--- config.mk ---
export PLATFORM = sky130hd
export DESIGN_NAME = sha256_byte_stream_hasher_top
export DESIGN_NICKNAME = d
export VERILOG_FILES = /design/src/rtl/sbh_pkg.sv /design/src/rtl/sbh_front.sv /design/src/rtl/sbh_queue.sv /design/src/rtl/sbh_back.sv /design/src/rtl/sha256_byte_stream_hasher_top.sv
export SDC_FILE = /design/constraint.sdc
export NUM_CORES = 2
export LEC_CHECK = 0
export ABC_AREA = 1
export BUFFER_PORTS_ARGS = -buffer_cell sky130_fd_sc_hd__buf_2
export CORE_ASPECT_RATIO = 1.5
export CORE_MARGIN = 2
export CORE_UTILIZATION = 40
export DETAILED_ROUTE_END_ITERATION = 10
export PLACE_DENSITY = 0.53
export SYNTH_ARGS = -nofsm -noshare
export SYNTH_HDL_FRONTEND = slang
export SYNTH_SLANG_ARGS = --single-unit
--- constraint.sdc ---
create_clock -name clock -period 29.8 [get_ports clock]
set_clock_uncertainty 0.2 [all_clocks]
set_input_delay 2.98 -clock clock [delete_from_list [all_inputs] [get_ports clock]]
set_output_delay 2.98 -clock clock [all_outputs]
set_load 0.005 [all_outputs]
--- src/rtl/sbh_pkg.sv ---
// Types, constants and round functions of the SHA-256 byte stream hasher
package sbh_pkg;

   localparam logic [7:0] PAD_MARK   = 8'h80;
   localparam logic [5:0] LEN_OFFSET = 6'd56;

   localparam logic [31:0] INIT_HASH [0:7] = '{
      32'h6a09e667, 32'hbb67ae85, 32'h3c6ef372, 32'ha54ff53a,
      32'h510e527f, 32'h9b05688c, 32'h1f83d9ab, 32'h5be0cd19
   };

   localparam logic [31:0] ROUND_K [0:63] = '{
      32'h428a2f98, 32'h71374491, 32'hb5c0fbcf, 32'he9b5dba5,
      32'h3956c25b, 32'h59f111f1, 32'h923f82a4, 32'hab1c5ed5,
      32'hd807aa98, 32'h12835b01, 32'h243185be, 32'h550c7dc3,
      32'h72be5d74, 32'h80deb1fe, 32'h9bdc06a7, 32'hc19bf174,
      32'he49b69c1, 32'hefbe4786, 32'h0fc19dc6, 32'h240ca1cc,
      32'h2de92c6f, 32'h4a7484aa, 32'h5cb0a9dc, 32'h76f988da,
      32'h983e5152, 32'ha831c66d, 32'hb00327c8, 32'hbf597fc7,
      32'hc6e00bf3, 32'hd5a79147, 32'h06ca6351, 32'h14292967,
      32'h27b70a85, 32'h2e1b2138, 32'h4d2c6dfc, 32'h53380d13,
      32'h650a7354, 32'h766a0abb, 32'h81c2c92e, 32'h92722c85,
      32'ha2bfe8a1, 32'ha81a664b, 32'hc24b8b70, 32'hc76c51a3,
      32'hd192e819, 32'hd6990624, 32'hf40e3585, 32'h106aa070,
      32'h19a4c116, 32'h1e376c08, 32'h2748774c, 32'h34b0bcb5,
      32'h391c0cb3, 32'h4ed8aa4a, 32'h5b9cca4f, 32'h682e6ff3,
      32'h748f82ee, 32'h78a5636f, 32'h84c87814, 32'h8cc70208,
      32'h90befffa, 32'ha4506ceb, 32'hbef9a3f7, 32'hc67178f2
   };

   // One 512-bit block travelling from the front to the compression engine
   typedef struct packed {
      logic [511:0] block;
      logic         final_blk;
   } sbh_blk_type;

   typedef enum logic [1:0] {
      FE_ACCEPT,
      FE_PAD,
      FE_LEN
   } fe_state_type;

   typedef enum logic [1:0] {
      BE_IDLE,
      BE_ROUND,
      BE_FINISH
   } be_state_type;

   function automatic logic [31:0] big_sigma0(input logic [31:0] x);
      return {x[1:0], x[31:2]} ^ {x[12:0], x[31:13]} ^ {x[21:0], x[31:22]};
   endfunction

   function automatic logic [31:0] big_sigma1(input logic [31:0] x);
      return {x[5:0], x[31:6]} ^ {x[10:0], x[31:11]} ^ {x[24:0], x[31:25]};
   endfunction

   function automatic logic [31:0] small_sigma0(input logic [31:0] x);
      return {x[6:0], x[31:7]} ^ {x[17:0], x[31:18]} ^ {3'b000, x[31:3]};
   endfunction

   function automatic logic [31:0] small_sigma1(input logic [31:0] x);
      return {x[16:0], x[31:17]} ^ {x[18:0], x[31:19]} ^ {10'd0, x[31:10]};
   endfunction

   function automatic logic [31:0] choose(input logic [31:0] e, input logic [31:0] f,
                                          input logic [31:0] g);
      return (e & f) ^ (~e & g);
   endfunction

   function automatic logic [31:0] majority(input logic [31:0] a, input logic [31:0] b,
                                            input logic [31:0] c);
      return (a & b) ^ (a & c) ^ (b & c);
   endfunction

endpackage

--- src/rtl/sbh_front.sv ---
// Byte packer and padding generator: gathers bytes into blocks and emits padded final blocks
module sbh_front (
   input  logic                clock,
   input  logic                reset,
   input  logic [7:0]          req_data_byte,
   input  logic                req_byte_present,
   input  logic                req_end_of_message,
   input  logic                req_push,
   output logic                req_full,
   input  logic                q_full,
   output logic                q_push,
   output sbh_pkg::sbh_blk_type q_data
);

   sbh_pkg::fe_state_type state_ff, state_in;
   logic [60:0]  count_ff, count_in;
   logic [31:0]  blk_ff [16];
   logic         accept;
   logic         blk_we;
   logic [5:0]   fill;
   logic [63:0]  bit_len;
   logic [511:0] flat_blk;
   logic [511:0] cur_blk;
   logic [511:0] pad_blk;
   logic         in_len;

   // Take an item only while packing and the queue has room for a completed block
   assign req_full = (state_ff != sbh_pkg::FE_ACCEPT) || q_full;
   assign accept   = req_push && !req_full;
   assign fill     = count_ff[5:0];
   assign bit_len  = {count_ff, 3'b000};
   assign in_len   = (state_ff == sbh_pkg::FE_LEN);

   // Flatten the buffer; a completing byte lands in the last lane
   always_comb begin
      for (int w = 0; w < 16; w++) begin
         flat_blk[511 - 32 * w -: 32] = blk_ff[w];
      end
      cur_blk = {flat_blk[511:8], req_data_byte};
   end

   // Build the padding block: kept bytes, pad mark, zeros, bit length
   always_comb begin
      logic [7:0] src_byte;
      logic       put_len;
      put_len = in_len || (fill < sbh_pkg::LEN_OFFSET);
      for (int i = 0; i < 64; i++) begin
         src_byte = flat_blk[511 - 8 * i -: 8];
         if (i >= 56 && put_len) begin
            pad_blk[511 - 8 * i -: 8] = bit_len[8 * (63 - i) +: 8];
         end else if (!in_len && (6'(i) < fill)) begin
            pad_blk[511 - 8 * i -: 8] = src_byte;
         end else if (!in_len && (6'(i) == fill)) begin
            pad_blk[511 - 8 * i -: 8] = sbh_pkg::PAD_MARK;
         end else begin
            pad_blk[511 - 8 * i -: 8] = 8'h00;
         end
      end
   end

   // Next state
   always_comb begin
      state_in = state_ff;
      unique case (state_ff)
         sbh_pkg::FE_ACCEPT: begin
            if (accept && req_end_of_message) begin
               state_in = sbh_pkg::FE_PAD;
            end
         end
         sbh_pkg::FE_PAD: begin
            if (!q_full) begin
               state_in = (fill < sbh_pkg::LEN_OFFSET) ? sbh_pkg::FE_ACCEPT : sbh_pkg::FE_LEN;
            end
         end
         sbh_pkg::FE_LEN: begin
            if (!q_full) begin
               state_in = sbh_pkg::FE_ACCEPT;
            end
         end
         default: state_in = sbh_pkg::FE_ACCEPT;
      endcase
   end

   // Outputs: buffer write, count update, block transfer to the queue
   always_comb begin
      q_push            = 1'b0;
      q_data.block      = cur_blk;
      q_data.final_blk  = 1'b0;
      count_in          = count_ff;
      blk_we            = 1'b0;
      unique case (state_ff)
         sbh_pkg::FE_ACCEPT: begin
            if (accept && req_byte_present) begin
               blk_we   = 1'b1;
               count_in = count_ff + 61'd1;
               q_push   = (fill == 6'd63);
            end
         end
         sbh_pkg::FE_PAD: begin
            q_data.block     = pad_blk;
            q_data.final_blk = (fill < sbh_pkg::LEN_OFFSET);
            if (!q_full) begin
               q_push = 1'b1;
               if (fill < sbh_pkg::LEN_OFFSET) begin
                  count_in = '0;
               end
            end
         end
         sbh_pkg::FE_LEN: begin
            q_data.block     = pad_blk;
            q_data.final_blk = 1'b1;
            if (!q_full) begin
               q_push   = 1'b1;
               count_in = '0;
            end
         end
         default: begin
            q_push = 1'b0;
         end
      endcase
   end

   // Control registers
   always_ff @(posedge clock) begin
      if (reset) begin
         state_ff <= sbh_pkg::FE_ACCEPT;
         count_ff <= '0;
      end else begin
         state_ff <= state_in;
         count_ff <= count_in;
      end
   end

   // Byte buffer: write the byte into its lane
   always_ff @(posedge clock) begin
      if (blk_we) begin
         for (int lane = 0; lane < 4; lane++) begin
            if (fill[1:0] == 2'(lane)) begin
               blk_ff[fill[5:2]][8 * (3 - lane) +: 8] <= req_data_byte;
            end
         end
      end
   end

endmodule

--- src/rtl/sbh_queue.sv ---
// Short block queue between the byte packer and the compression engine
module sbh_queue #(
   parameter int DEPTH = 2
) (
   input  logic                 clock,
   input  logic                 reset,
   input  logic                 push,
   input  sbh_pkg::sbh_blk_type push_data,
   output logic                 full,
   input  logic                 pop,
   output sbh_pkg::sbh_blk_type pop_data,
   output logic                 empty
);

   localparam int PTR_W = (DEPTH > 1) ? $clog2(DEPTH) : 1;
   localparam int CNT_W = $clog2(DEPTH + 1);

   sbh_pkg::sbh_blk_type mem_ff [DEPTH];
   logic [PTR_W-1:0] wr_ptr_ff, wr_ptr_in;
   logic [PTR_W-1:0] rd_ptr_ff, rd_ptr_in;
   logic [CNT_W-1:0] cnt_ff, cnt_in;
   logic             do_push, do_pop;

   assign full     = (cnt_ff == CNT_W'(DEPTH));
   assign empty    = (cnt_ff == '0);
   assign do_push  = push && !full;
   assign do_pop   = pop && !empty;
   assign pop_data = mem_ff[rd_ptr_ff];

   // Advance pointers with wrap and track occupancy
   always_comb begin
      wr_ptr_in = wr_ptr_ff;
      rd_ptr_in = rd_ptr_ff;
      cnt_in    = cnt_ff;
      if (do_push) begin
         wr_ptr_in = (wr_ptr_ff == PTR_W'(DEPTH - 1)) ? '0 : wr_ptr_ff + 1'b1;
      end
      if (do_pop) begin
         rd_ptr_in = (rd_ptr_ff == PTR_W'(DEPTH - 1)) ? '0 : rd_ptr_ff + 1'b1;
      end
      if (do_push && !do_pop) begin
         cnt_in = cnt_ff + 1'b1;
      end else if (do_pop && !do_push) begin
         cnt_in = cnt_ff - 1'b1;
      end
   end

   always_ff @(posedge clock) begin
      if (reset) begin
         wr_ptr_ff <= '0;
         rd_ptr_ff <= '0;
         cnt_ff    <= '0;
      end else begin
         wr_ptr_ff <= wr_ptr_in;
         rd_ptr_ff <= rd_ptr_in;
         cnt_ff    <= cnt_in;
      end
   end

   // Store the transferred block
   always_ff @(posedge clock) begin
      if (do_push) begin
         mem_ff[wr_ptr_ff] <= push_data;
      end
   end

endmodule

--- src/rtl/sbh_back.sv ---
// Compression engine: 64 rounds per block, chaining value and digest output register
module sbh_back (
   input  logic                 clock,
   input  logic                 reset,
   input  logic                 q_empty,
   output logic                 q_pop,
   input  sbh_pkg::sbh_blk_type q_data,
   input  logic                 rsp_pop,
   output logic                 rsp_empty,
   output logic [63:0]          rsp_digest_bits_255_192,
   output logic [63:0]          rsp_digest_bits_191_128,
   output logic [63:0]          rsp_digest_bits_127_64,
   output logic [63:0]          rsp_digest_bits_63_0
);

   sbh_pkg::be_state_type state_ff, state_in;
   logic [5:0]   round_ff;
   logic [31:0]  w_ff [16];
   logic [31:0]  v_ff [8];
   logic [31:0]  h_ff [8];
   logic         final_ff;
   logic         out_valid_ff;
   logic [255:0] digest_ff;

   logic         load_blk;
   logic         do_round;
   logic         commit;
   logic         emit;
   logic         slot_free;
   logic [31:0]  t1, t2, w_next;
   logic [31:0]  sum [8];
   logic [255:0] sum_flat;

   assign slot_free = !out_valid_ff || rsp_pop;
   assign rsp_empty = !out_valid_ff;
   assign rsp_digest_bits_255_192 = digest_ff[255:192];
   assign rsp_digest_bits_191_128 = digest_ff[191:128];
   assign rsp_digest_bits_127_64  = digest_ff[127:64];
   assign rsp_digest_bits_63_0    = digest_ff[63:0];

   // One round and one schedule word
   always_comb begin
      t1 = v_ff[7] + sbh_pkg::big_sigma1(v_ff[4]) + sbh_pkg::choose(v_ff[4], v_ff[5], v_ff[6])
         + sbh_pkg::ROUND_K[round_ff] + w_ff[0];
      t2 = sbh_pkg::big_sigma0(v_ff[0]) + sbh_pkg::majority(v_ff[0], v_ff[1], v_ff[2]);
      w_next = sbh_pkg::small_sigma1(w_ff[14]) + w_ff[9] + sbh_pkg::small_sigma0(w_ff[1])
             + w_ff[0];
   end

   // Feed-forward sums
   always_comb begin
      for (int i = 0; i < 8; i++) begin
         sum[i] = h_ff[i] + v_ff[i];
         sum_flat[255 - 32 * i -: 32] = sum[i];
      end
   end

   // Next state
   always_comb begin
      state_in = state_ff;
      unique case (state_ff)
         sbh_pkg::BE_IDLE: begin
            if (!q_empty) begin
               state_in = sbh_pkg::BE_ROUND;
            end
         end
         sbh_pkg::BE_ROUND: begin
            if (round_ff == 6'd63) begin
               state_in = sbh_pkg::BE_FINISH;
            end
         end
         sbh_pkg::BE_FINISH: begin
            if (!final_ff || slot_free) begin
               state_in = sbh_pkg::BE_IDLE;
            end
         end
         default: state_in = sbh_pkg::BE_IDLE;
      endcase
   end

   // Outputs of the sequencer
   always_comb begin
      load_blk = 1'b0;
      do_round = 1'b0;
      commit   = 1'b0;
      emit     = 1'b0;
      unique case (state_ff)
         sbh_pkg::BE_IDLE:   load_blk = !q_empty;
         sbh_pkg::BE_ROUND:  do_round = 1'b1;
         sbh_pkg::BE_FINISH: begin
            commit = !final_ff || slot_free;
            emit   = final_ff && slot_free;
         end
         default: load_blk = 1'b0;
      endcase
   end

   assign q_pop = load_blk;

   // Control registers and chaining value
   always_ff @(posedge clock) begin
      if (reset) begin
         state_ff     <= sbh_pkg::BE_IDLE;
         round_ff     <= '0;
         out_valid_ff <= 1'b0;
         for (int i = 0; i < 8; i++) begin
            h_ff[i] <= sbh_pkg::INIT_HASH[i];
         end
      end else begin
         state_ff <= state_in;
         if (load_blk) begin
            round_ff <= '0;
         end else if (do_round) begin
            round_ff <= round_ff + 6'd1;
         end
         if (emit) begin
            out_valid_ff <= 1'b1;
         end else if (rsp_pop) begin
            out_valid_ff <= 1'b0;
         end
         // Fold the block in; restore the initial value after a digest
         if (commit) begin
            for (int i = 0; i < 8; i++) begin
               h_ff[i] <= final_ff ? sbh_pkg::INIT_HASH[i] : sum[i];
            end
         end
      end
   end

   // Working variables, schedule window and digest
   always_ff @(posedge clock) begin
      if (load_blk) begin
         final_ff <= q_data.final_blk;
         for (int i = 0; i < 16; i++) begin
            w_ff[i] <= q_data.block[511 - 32 * i -: 32];
         end
         for (int i = 0; i < 8; i++) begin
            v_ff[i] <= h_ff[i];
         end
      end else if (do_round) begin
         for (int i = 0; i < 15; i++) begin
            w_ff[i] <= w_ff[i + 1];
         end
         w_ff[15] <= w_next;
         v_ff[7]  <= v_ff[6];
         v_ff[6]  <= v_ff[5];
         v_ff[5]  <= v_ff[4];
         v_ff[4]  <= v_ff[3] + t1;
         v_ff[3]  <= v_ff[2];
         v_ff[2]  <= v_ff[1];
         v_ff[1]  <= v_ff[0];
         v_ff[0]  <= t1 + t2;
      end
      if (emit) begin
         digest_ff <= sum_flat;
      end
   end

endmodule

--- src/rtl/sha256_byte_stream_hasher_top.sv ---
// Top level of the SHA-256 byte stream hasher
//
// Message bytes enter one per cycle, while req_full is low, through a
// queue-style port; an item with end_of_message set closes the message and
// one 256-bit digest comes out for it. The packer takes one byte per cycle
// while the block queue has room and no padding block is going out; the
// compression engine loads each 64-byte block, runs 64 rounds and adds the
// feed-forward before it takes the next block, with QUEUE_DEPTH blocks of
// slack between the two. The end item makes the packer emit one or two
// padding blocks. The digest waits in an output register, which does not
// stop the front from taking the next message until the block queue fills.
module sha256_byte_stream_hasher_top #(
   parameter int QUEUE_DEPTH = 2
) (
   input  logic        clock,
   input  logic        reset,
   input  logic [7:0]  req_data_byte,
   input  logic        req_byte_present,
   input  logic        req_end_of_message,
   input  logic        req_push,
   output logic        req_full,
   output logic [63:0] rsp_digest_bits_255_192,
   output logic [63:0] rsp_digest_bits_191_128,
   output logic [63:0] rsp_digest_bits_127_64,
   output logic [63:0] rsp_digest_bits_63_0,
   output logic        rsp_empty,
   input  logic        rsp_pop
);

   sbh_pkg::sbh_blk_type push_data, pop_data;
   logic q_push, q_full, q_pop, q_empty;

   sbh_front u_front (
      .clock              (clock),
      .reset              (reset),
      .req_data_byte      (req_data_byte),
      .req_byte_present   (req_byte_present),
      .req_end_of_message (req_end_of_message),
      .req_push           (req_push),
      .req_full           (req_full),
      .q_full             (q_full),
      .q_push             (q_push),
      .q_data             (push_data)
   );

   sbh_queue #(
      .DEPTH (QUEUE_DEPTH)
   ) u_queue (
      .clock     (clock),
      .reset     (reset),
      .push      (q_push),
      .push_data (push_data),
      .full      (q_full),
      .pop       (q_pop),
      .pop_data  (pop_data),
      .empty     (q_empty)
   );

   sbh_back u_back (
      .clock                   (clock),
      .reset                   (reset),
      .q_empty                 (q_empty),
      .q_pop                   (q_pop),
      .q_data                  (pop_data),
      .rsp_pop                 (rsp_pop),
      .rsp_empty               (rsp_empty),
      .rsp_digest_bits_255_192 (rsp_digest_bits_255_192),
      .rsp_digest_bits_191_128 (rsp_digest_bits_191_128),
      .rsp_digest_bits_127_64  (rsp_digest_bits_127_64),
      .rsp_digest_bits_63_0    (rsp_digest_bits_63_0)
   );

endmodule

==> impl_metrics.ini <==
[sta]
rsz0062_at_grt = false
setup_viol = 0
min_period_over_period_pct = 32.2
period_minus_slack_ps = 9600
slew_headroom_pct = 13.4
setup_slack_ps = 20200
tns_ps = 0
final_hold_viol_count = 0
drv_slew = 0
fmaxAchievable_mhz = 104
worstMarginPinSlew_ps = 1290

[synth]
synth_area_mm2 = 0.143
ys_async_sr_fraction_pct = 0
synth_edf_count = 2811
syn_area_per_cell_um2 = 10.2
yosys_most_used_dff = edfxtp_1
syn_nets = 14600
yosysSeqAreaShare_pct = 60.3
synth.distinct_cells = 72
synth_top_area_cell = edfxtp_1
ys_ff_latch = 2888
yosys_warnings = 0
synth.area.top_cells = edfxtp_1 59%, nand2_1 7.3%, nor2_1 4.6%
synth_top_cell_area_share_pct = 59.2
syn_inst = 13900

[clock_network]
clock_sinks = 2888
ctsLongestPathBuffers = 4
cts_setup_buffers = 0
cts_tree = yes
clock_latency_ps = 930
path_clk_slew_ps = 70
clockRootBuffer = clkbuf_16
postCtsHoldBufs = 0
post_cts_resized = 0
cts_inserted_buffers = 302
htree_levels = 5

[critical_path]
crit_path_max_incr_delay_ps = 810
path_class = register to register
worst_setup_path_end_kind = register
slowest_stage = a221oi_1
critical_path.startpoint = u_back.round_ff[0]
cp_max_fo = 14
cp.required_ps = 30270
cp.arrival_ps = 10060
r2r-start = u_back.round_ff[0]
cp-start-kind = register

[route]
wire_per_inst_um = 27.2
wirelength_mm = 521
dr.pass1.iters = 6
avgViaCountPerCell = 5.38
drc = 0
vias = 103000
drtIter0Drc = 7898
postRouteAntennaNets = 0

[layout]
stdcell_count = 19200
final_nets = 14800
multiInputGateArea_mm2 = 0.0487
drive_gt1_share_pct = 7.01
regArea_mm2 = 0.0860
fill_cells = 33800
area_delta_synth_final_pct = 11.7

[placed_design]
portBuffers = 271
pre_cts_ws_ps = 20430
place_inst = 18600
gp_congestion = 1.00
dp_hpwl_mm = 379

[global_route]
grt_pass1_vias = 103000
grt_pass1_wl_mm = 736
grt.total_usage_pct = 28.2
grt_antenna_before_repair = 18
grt-ovfl-total = 0
grt_start_max_net_pins = 182

[worst_hold_path]
hold_start = u_queue.rd_ptr_ff
hp-class = register to register

[status]
status = finished, final reports clean

[die]
die_w_um = 492
rows = 268
die_h_um = 735
pin_count = 272
coreArea_mm2 = 0.355
die_area_mm2 = 0.361
initial_utilization_pct = 40.2

[run]
cap_violations = 0
cell usage in the layout, fill, tap and decap left out, types with 46 or more instances in the layout:
master / n
edfxtp_1: 2811
nand2_1: 2769
nor2_1: 1740
inv_1: 1631
a21oi_1: 1276
o21ai_0: 673
ha_1: 401
nand3_1: 381
clkbuf_16: 311
xor2_1: 269
buf_2: 263
a31oi_1: 224
xnor2_1: 200
fa_1: 195
buf_4: 159
nand4_1: 117
nor3_1: 90
a21o_1: 80
dfxtp_1: 75
or2_2: 71
clkinv_1: 62
o21bai_1: 51
clkbuf_1: 51
o21ai_1: 46
metrics by stage:
step	hold WS [ps]	utilization, %	area (um^2)
after floorplan	226	-	143000
after global placement	225	42.1	150000
after detailed placement	237	42.1	150000
after CTS	246	44.8	159000
after global routing	271	44.8	159000
final	251	44.9	159000
critical path, delay by kind of cell (launching register included):
kind,cells,cell delay (ps)
flops,1,310
xor+xnor,1,360
buf+inv,7,1150
simple gates,8,880
compound gates,10,3320
fa+ha+maj,7,3140
worst paths after layout:
path	to	slack, ps	cells after the start
setup / recovery	u_back.v_ff[0][29]	20200	33
hold / removal	register	250	1
setup reg to reg	u_back.v_ff[0][29]	20200	33
hold reg to reg	register	250	1
logic make-up (layout without fill, tap and decap cells):
family | after synthesis | after routing | share of synthesized area (%)
mux | 3 | 3 | 0.0211
other cells | 0 | 9 | 0
flops | 2888 | 2888 | 60.3
fa+ha+maj | 600 | 600 | 6.29
xor+xnor | 469 | 469 | 2.88
buf+inv | 2114 | 2619 | 5.63
simple gates | 5294 | 5294 | 15.0
compound gates | 2577 | 2577 | 9.93
sequential cells by signal (all words and copies together), names as in the netlist, named ones only:
name / cells
u_back.w_ff: 512
u_back.final_ff: 1
u_front.blk_ff: 504
u_front.count_ff: 61
u_queue.wr_ptr_ff: 1
u_queue.rd_ptr_ff: 1
u_back.digest_ff: 256
u_back.out_valid_ff: 1
u_back.h_ff: 256
u_front.state_ff: 2
u_back.v_ff: 256
u_back.round_ff: 6
u_queue.mem_ff: 1026
u_back.state_ff: 2
u_queue.cnt_ff: 2
cell usage after synthesis, drive strengths merged (6+ instances only):
| cell type | number |
|---|---|
| nand4 | 117 |
| o22ai | 15 |
| a221oi | 10 |
| and3 | 8 |
| fa | 195 |
| dfxtp | 77 |
| o21a | 30 |
| nor4 | 19 |
| a22oi | 11 |
| a211oi | 10 |
| xnor2 | 200 |
| xor2 | 269 |
| a31oi | 226 |
| and2 | 18 |
| o21bai | 51 |
| ha | 402 |
| buf | 60 |
| nor2 | 1770 |
| nand2 | 2778 |
| o21ai | 727 |
| or2 | 76 |
| a21boi | 34 |
| a21oi | 1278 |
| o311ai | 8 |
| nand3 | 383 |
| a311oi | 6 |
| o31ai | 15 |
| nand3b | 26 |
| o221ai | 19 |
| clkbuf | 400 |
| inv | 1650 |
| a21o | 80 |
| o211ai | 32 |
| nor3 | 95 |
| edfxtp | 2811 |
per-layer routing:
layer | track usage [%] | part of all wire, %
met1 | 30.5 | 36
met5 | 0 | 0.0025
met3 | 3.37 | 4.5
met4 | 18.9 | 8.0
met2 | 51.5 | 52
cell type report:
cell class,count,area share [%]
Antenna cell,9,0.0141
Clock buffer,363,5.02
Clock inverter,172,1.10
Inverter,1654,3.91
Multi-Input combinational cell,8943,30.6
Sequential cell,2888,54.0
Tap cell,4725,3.71
Timing Repair Buffer,430,1.68
Power is not shown: default switching activity piles up to over one toggle a cycle in this logic, so the estimate is an artifact.
